--- config.mk ---
export PLATFORM = sky130hd
export DESIGN_NAME = bmhq_ctrl
export DESIGN_NICKNAME = d
export VERILOG_FILES = /design/src/design/bmhq_pkg.sv /design/src/design/bmhq_ctrl.sv
export SDC_FILE = /design/constraint.sdc
export NUM_CORES = 1
export LEC_CHECK = 0
export BUFFER_PORTS_ARGS = -buffer_cell sky130_fd_sc_hd__buf_2
export CAP_MARGIN = 20
export CORE_AREA = 2 2 39 41
export CTS_CLUSTER_DIAMETER = 40
export DETAILED_ROUTE_END_ITERATION = 6
export DIE_AREA = 0 0 41 43
export HOLD_SLACK_MARGIN = 0.03
export PLACE_DENSITY = 0.53
export SLEW_MARGIN = 40
export SYNTH_ARGS = -nofsm -noshare
export SYNTH_HDL_FRONTEND = slang
export SYNTH_SLANG_ARGS = --single-unit
export TNS_END_PERCENT = 5
--- constraint.sdc ---
create_clock -name clk -period 1.3 [get_ports clk]
set_clock_uncertainty 0.2 [all_clocks]
set_input_delay 0.065 -clock clk [delete_from_list [all_inputs] [get_ports clk]]
set_output_delay 0.065 -clock clk [all_outputs]
set_load 0.1 [all_outputs]
--- src/design/bmhq_pkg.sv ---
// ----------------------------------------------------------------------------
// bmhq_pkg
// Types, constants and helpers shared by the min-heap queue modules.
// ----------------------------------------------------------------------------
`default_nettype none

package bmhq_pkg;

  // Heap capacity and derived widths.
  localparam int CAPACITY = 1024;
  localparam int ADDR_W   = $clog2(CAPACITY);
  localparam int CNT_W    = $clog2(CAPACITY + 1);
  localparam int COUNT_W  = 11;

  typedef enum logic {
    MODE_INSERT  = 1'b0,
    MODE_EXTRACT = 1'b1
  } mode_t;

  typedef enum logic [1:0] {
    STAT_DONE  = 2'd0,
    STAT_EMPTY = 2'd1,
    STAT_FULL  = 2'd2
  } status_t;

  typedef struct packed {
    mode_t              mode;
    logic signed [31:0] key;
    logic        [31:0] value;
  } req_t;

  typedef struct packed {
    status_t              status;
    logic signed   [31:0] out_key;
    logic          [31:0] out_value;
    logic [COUNT_W-1:0]   count;
  } rsp_t;

  // One heap entry as stored in memory.
  typedef struct packed {
    logic signed [31:0] key;
    logic        [31:0] value;
  } pair_t;

  typedef enum logic [2:0] {
    S_IDLE,
    S_UP_RD,
    S_UP_CMP,
    S_EX_RD,
    S_EX_LOAD,
    S_DN_RD,
    S_DN_CMP,
    S_FIN
  } state_t;

  typedef enum logic [3:0] {
    OP_NONE,
    OP_START,
    OP_UP_PLACE,
    OP_UP_RD,
    OP_UP_STEP,
    OP_EX_RD,
    OP_EX_LOAD,
    OP_DN_PLACE,
    OP_DN_RD,
    OP_DN_STEP
  } op_t;

  // Controller to datapath.
  typedef struct packed {
    op_t  op;
    logic out_load;
  } cmd_t;

  // Datapath to controller.
  typedef struct packed {
    logic full;
    logic empty;
    logic last_one;
    logic up_root;
    logic up_go;
    logic dn_leaf;
    logic dn_go;
  } stat_t;

  // Signed key order: lower keys are served first.
  function automatic logic key_less(input logic signed [31:0] a,
                                    input logic signed [31:0] b);
    return a < b;
  endfunction

endpackage

`default_nettype wire

--- src/design/bmhq_ctrl.sv ---
// ----------------------------------------------------------------------------
// bmhq_ctrl
// Sequencer for insert (sift up) and extract (sift down), plus the
// response valid flag.
// ----------------------------------------------------------------------------
`default_nettype none

module bmhq_ctrl (
  input  logic            clk,
  input  logic            rst,
  input  logic            req_valid,
  input  bmhq_pkg::mode_t req_mode,
  input  bmhq_pkg::stat_t stat,
  input  logic            rsp_stall,
  output logic            req_stall,
  output logic            rsp_valid,
  output bmhq_pkg::cmd_t  cmd
);
  import bmhq_pkg::*;

  state_t state;
  state_t state_next;

  // State register.
  always_ff @(posedge clk) begin
    if (rst) begin
      state <= S_IDLE;
    end else begin
      state <= state_next;
    end
  end

  // Response valid: set when a result loads, cleared when it is taken.
  always_ff @(posedge clk) begin
    if (rst) begin
      rsp_valid <= 1'b0;
    end else if (cmd.out_load) begin
      rsp_valid <= 1'b1;
    end else if (!rsp_stall) begin
      rsp_valid <= 1'b0;
    end
  end

  assign req_stall = (state != S_IDLE);

  // Next state and datapath commands.
  always_comb begin
    state_next   = state;
    cmd.op       = OP_NONE;
    cmd.out_load = 1'b0;
    case (state)
      S_IDLE: begin
        if (req_valid) begin
          cmd.op = OP_START;
          if (req_mode == MODE_INSERT) begin
            state_next = stat.full ? S_FIN : S_UP_RD;
          end else begin
            state_next = stat.empty ? S_FIN : S_EX_RD;
          end
        end
      end
      S_UP_RD: begin
        if (stat.up_root) begin
          cmd.op     = OP_UP_PLACE;
          state_next = S_FIN;
        end else begin
          cmd.op     = OP_UP_RD;
          state_next = S_UP_CMP;
        end
      end
      S_UP_CMP: begin
        cmd.op     = OP_UP_STEP;
        state_next = stat.up_go ? S_UP_RD : S_FIN;
      end
      S_EX_RD: begin
        cmd.op     = OP_EX_RD;
        state_next = S_EX_LOAD;
      end
      S_EX_LOAD: begin
        cmd.op     = OP_EX_LOAD;
        state_next = stat.last_one ? S_FIN : S_DN_RD;
      end
      S_DN_RD: begin
        if (stat.dn_leaf) begin
          cmd.op     = OP_DN_PLACE;
          state_next = S_FIN;
        end else begin
          cmd.op     = OP_DN_RD;
          state_next = S_DN_CMP;
        end
      end
      S_DN_CMP: begin
        cmd.op     = OP_DN_STEP;
        state_next = stat.dn_go ? S_DN_RD : S_FIN;
      end
      S_FIN: begin
        // Hand the result over once the output register is free.
        if (!rsp_valid || !rsp_stall) begin
          cmd.out_load = 1'b1;
          state_next   = S_IDLE;
        end
      end
      default: begin
        state_next = S_IDLE;
      end
    endcase
  end

endmodule

`default_nettype wire

==> metrics, run 1 <==
outcome finished, violations left; failing checks hold timing, setup timing; maximum fanout along the worst path 7; Hold WS -0.0444 ns; 1st-iter DRT viols 2; area of the core 1380 µm²; Slew Limit Fails 0; DIE HEIGHT 43 µm; Worst Max-Slew Pin Slew 0.258 ns; CP bufs+invs 1; die area 1760 µm²; DR vias/cell 4.77; crit path DAT 1.32 ns; CP max stage delay 0.36 ns; Synth cell types 28; Synth top cells by count nand2b_1 (5), a21oi_1 (4), dfxtp_1 (4), nor2_1 (3); cells along the critical path nand2b_4 -> or2_4 -> a31oi_4 -> buf_12; sequential-to-total area share from yosys stat 0.218; Pwr Total 1.57 mW; Area growth, synth to finish 124%; GRT overflow 0; top cells by area, synth dfxtp_1 (22%), nand2b_1 (8.5%), mux2_2 (6.1%); initial antenna violation count 0; DR WL/cell 11.0 µm; vias in the first global route 426; VDD IR max 0.849 mV; first-pass GRT wire length 1.61 mm; nets@finish 94; fill count 116; final wirelength 1.07 mm; Max Cap Violations 0; Vias 463; asr flop ratio synth 0; CTS buffer count 3; cell taking the most area after synthesis dfxtp_1; syn nets 60; Antenna Violating Nets Remaining 0; Leak 0.334 nW; CTS tree done; slowest CP cell dfxtp_4; Reg clk slew, reported paths 0.04 ns; Power Density 1900 nW/µm²; Worst Setup End Kind primary output; Mapped Cells 48; Req. time, crit path 1.03 ns; pin count of the biggest net entering global routing 10; Tmin final 1.58 ns; delay-heaviest family, CP simple AND/OR/NAND/NOR gates; clock buffer depth 2; Die Wd 41 µm; clk root buf clkbuf_4; total number of yosys warnings 0; CTS sink cnt 4; Max Freq 632 MHz; synthesized area 368 µm²; type of the worst setup path reg2out; drt drc 0; CP Launch Type flip-flop; Antenna diodes 0; # IOs 19; Core Util, Final 0.597; IO Port Bufs 18; TritonRoute pass-1 iters 2; RSZ-0062 raised after global routing true; most common cell in the netlist nand2b_1; final period utilization 1.22; PnR worst setup slack -0.281 ns; Mapped Avg Cell Area 7.66 µm²; share of cells above drive strength 1 0.679; Slew headroom 0.827; number of core rows 14; Initial Utilization 0.266; Top FF cell, synth dfxtp_1; Yosys top cell area share 0.218; routability cong. 0.726; insertion delay to the later sink of the worst-skew pair 0.23 ns; Fin. Hold Viols 2; post-DP HPWL 777 µm; Synth Register Bits 4; EDFF count, synth 0; final setup fails 9; cts hold-fix bufs 3; CTS H-tree depth 1; worst hold path type in2reg; GRT Util Overall 0.127
per-stage QoR:
stage          TNS, ns  instance area [µm²]  worst slack (ns)  std cells
2_1_floorplan    -1.45                  448            -0.324         48
3_3_place_gp    -0.281                  659            -0.101         87
3_5_place_dp    -0.327                  659            -0.126         87
4_1_cts          -1.71                  792            -0.326         97
5_1_grt          -1.98                  826            -0.312         97
6_report         -1.53                  826            -0.281         97
where the power goes:
part / switching (mW) / internal [mW] / leakage (nW)
clock network: 0.0534 / 0.115 / 0.0150
registers: 0.0642 / 0.160 / 0.0353
logic: 0.677 / 0.495 / 0.283
total: 0.795 / 0.770 / 0.334
cell families (layout without fill, tap and decap cells):
| family | Yosys count | after routing | synth area share |
|---|---|---|---|
| simple gates | 21 | 21 | 0.320 |
| compound gates | 15 | 15 | 0.306 |
| buf+inv | 5 | 38 | 0.0680 |
| flops | 4 | 4 | 0.218 |
| mux | 3 | 3 | 0.0884 |
state kept, by name (all words and copies together), names as in the netlist:
signal / count
rsp_valid: 1
state: 3
cell type report:
cell class / instances / area (µm²) / share of cell area
inverters: 2 / 7.51 / 0.00909
multi-input cells: 39 / 367 / 0.444
flip-flops and latches: 4 / 92.6 / 0.112
well taps: 16 / 20.0 / 0.0242
repair buffers: 32 / 313 / 0.379
clock buffers: 4 / 26.3 / 0.0318
layout by cell type (no fill, tap or decap), drive strengths merged, types with 3 or more instances in the layout:
cell type and instances:
clkbuf 4, or2 3, dlygate4sd3 3, a21oi 4, nor2 3, buf 29
nand2b 5, dfxtp 4
final timing paths:
path,startpoint,end,slack (ns),cells after the start
max,state[1],cmd[1],-0.28,4
min,rsp_stall,rsp_valid,-0.04,3
max reg2reg,state[1],state[1],-0.16,5
min reg2reg,rsp_valid,rsp_valid,0.29,2
worst min-delay path: stages:
cell,delay [ns]
buf_2,0.12
nand2_1,0.09
a21oi_1,0.06
metal layers:
layer  GRT usage  wire [µm]
met2       0.209        553
met5           0          0
met1       0.171        485
met3           0         26
met4      0.0400          0
timing repair:
item,in CTS,in global routing
setup buffers,3,0
pin swaps,5,2
resized for setup,14,8
endpoints found under the setup margin,9,9
hold endpoints to repair,4,1
(Power assumes the default switching activity.)
==> run 2, diff against run 1 <==
Settings changed: CTS_BUF_LIST set to sky130_fd_sc_hd__clkbuf_4 sky130_fd_sc_hd__clkbuf_8, PLACE_DENSITY 0.53 to 0.65.
==> run 2 against run 1 <==
The flow still finishes with violations (hold timing, setup timing). Non-clock buffer count increased by 4. Cell area increased by 4.1%. Sequential share of layout area decreased by 0.44 points. Clock power increased by 15%. Register-to-register slack got worse by 0.13 ns. Worst setup slack got worse by 0.042 ns. Global-route usage increased by 4.5 points. Combinational power increased by 6%. Largest cell class unchanged. Highest routed layer unchanged.
==> metrics, run 2 (synthesized netlist as in run 1, its figures left out) <==
fill count 116 (unchanged); Area growth, synth to finish 134%; worst hold path type in2reg; worst reg2reg path depth 6 (+1); DIE HEIGHT 43 µm (unchanged); clk root buf clkbuf_4; Slew Limit Fails 0 (unchanged); type of the worst setup path reg2out; Initial Utilization 0.266 (unchanged); Power Density 1910 nW/µm² (+0.60%); die area 1760 µm² (unchanged); Leak 0.357 nW (+6.9%); Pwr Total 1.64 mW (+4.7%); Slew headroom 0.822 (-0.00495); Worst Max-Slew Pin Slew 0.266 ns (+0.00739 ns); biggest regs state x3, rsp_valid x1; nets@finish 98 (+4.3%); Hold WS -0.0619 ns (-0.0175 ns); cts hold-fix bufs 5 (+2); Core Util, Final 0.621 (+0.0244); post-DP HPWL 800 µm (+2.9%); PnR worst setup slack -0.324 ns (-0.0424 ns); CTS buffer count 3 (unchanged); share of cells above drive strength 1 0.671 (-0.00842); CTS sink cnt 4 (unchanged); number of core rows 14 (unchanged); final wirelength 1.24 mm (+16%); final setup fails 9 (unchanged); failing checks hold timing, setup timing; slowest CP cell dfxtp_4; Vias 486 (+5.0%); Antenna Violating Nets Remaining 0 (unchanged); routability cong. 0.733 (+0.95%); delay-heaviest family, CP flip-flops; Worst Setup End Kind primary output; DR vias/cell 4.81 (+0.81%); worst slack, placed -0.111 ns (+0.0150 ns); Antenna diodes 0 (unchanged); initial antenna violation count 0 (unchanged); insertion delay to the later sink of the worst-skew pair 0.24 ns (about the same); Tmin final 1.62 ns (+0.0424 ns); CP Launch Type flip-flop; area of the core 1380 µm² (unchanged); maximum fanout along the worst path 4 (-3); Max Freq 616 MHz (-2.6%); clock buffer depth 2 (unchanged); TritonRoute pass-1 iters 4 (+2); Reg clk slew, reported paths 0.05 ns (about the same); most frequent cells in the layout buf_2 (11), buf_4 (11), buf_12 (6), dlygate4sd3_1 (5), clkbuf_4 (4); final period utilization 1.25 (+0.0326); GRT overflow 0 (unchanged); CP bufs+invs 2 (+1); crit path DAT 1.36 ns (+0.04 ns); pin count of the biggest net entering global routing 9 (-1); GRT Util Overall 0.172 (+0.0451); Largest Register state; max reg flops 3 (unchanged); first-pass GRT wire length 2.06 mm (+28%); Max Cap Violations 0 (unchanged); DR WL/cell 12.3 µm (+12%); VDD IR max 0.791 mV (-6.9%); IO Port Bufs 18 (unchanged); vias in the first global route 501 (+18%); Hold Path Stages 3 (unchanged); Crit path depth 5 (+1); cells along the critical path buf_4 -> nor3b_4 -> a211oi_2 -> a31oi_4 -> buf_12; outcome finished, violations left; CP max stage delay 0.35 ns (about the same); RSZ-0062 raised after global routing true; Die Wd 41 µm (unchanged); # IOs 19 (unchanged); 1st-iter DRT viols 7 (+5); CTS H-tree depth 1 (unchanged); CTS tree done; drt drc 0 (unchanged); Req. time, crit path 1.03 ns (about the same); Fin. Hold Viols 1 (-1)
run 2: cell count changes in the layout (fill, tap and decap cells not counted), sizes merged:
cell | previous run | this run
dlygate4sd3 | 3 | 5
buf | 29 | 31
run 2: worst reg2reg max path, delay by kind of cell (launching register included):
family	cells	cell delay, ns
buf+inv	3	0.42
flops	1	0.35
compound gates	2	0.40
simple gates	1	0.13
run 2: path summary, 6_finish.rpt:
| check | slack, ns | endpoint | start |
|---|---|---|---|
| hold / removal | -0.06 | rsp_valid | rsp_stall |
| setup reg to reg | -0.29 | state[1] | state[1] |
| hold reg to reg | 0.29 | rsp_valid | rsp_valid |
| setup / recovery | -0.32 | cmd[1] | state[1] |
run 2: power breakdown:
part	internal [mW]	total [mW]	switching [mW]
Combinational	0.527	1.24	0.712
Clock	0.136	0.195	0.0582
Sequential	0.159	0.205	0.0462
run 2: timing repair:
action / CTS / global route
endpoints found under the setup margin: 9 / 9
pin swaps: 9 / 0
buffers inserted: 4 / 0
gates resized for setup: 14 / 7
cloned: 0 / 0
hold endpoints to repair: 4 / 1
run 2: final cells by class:
cell class	instances	area, µm²	area share
Tap cell	16	20.0	0.0233
Sequential cell	4	92.6	0.108
Multi-Input combinational cell	39	364	0.424
Timing Repair Buffer	36	345	0.402
Inverter	2	7.51	0.00873
Clock buffer	4	30.0	0.0349
run 2: metal layers:
metal / vias to the layer above / global-route usage / wire length [µm]
met5: - / 0 / 0
met1: 228 / 0.215 / 499
li1: 247 / - / -
met4: 0 / 0.0800 / 0
met3: 0 / 0.0314 / 31
met2: 11 / 0.269 / 707
run 2: stage by stage:
stage / cell area [µm²] / hold WS, ns / std cells / setup TNS [ns]
CTS: 826 / -0.0613 / 101 / -2.08
global placement: 667 / 0.0463 / 88 / -0.295
global route: 860 / -0.0390 / 101 / -2.67
floorplan: 448 / -0.0733 / 48 / -1.45
detailed placement: 667 / 0.0424 / 88 / -0.381
finish: 860 / -0.0619 / 101 / -2.29
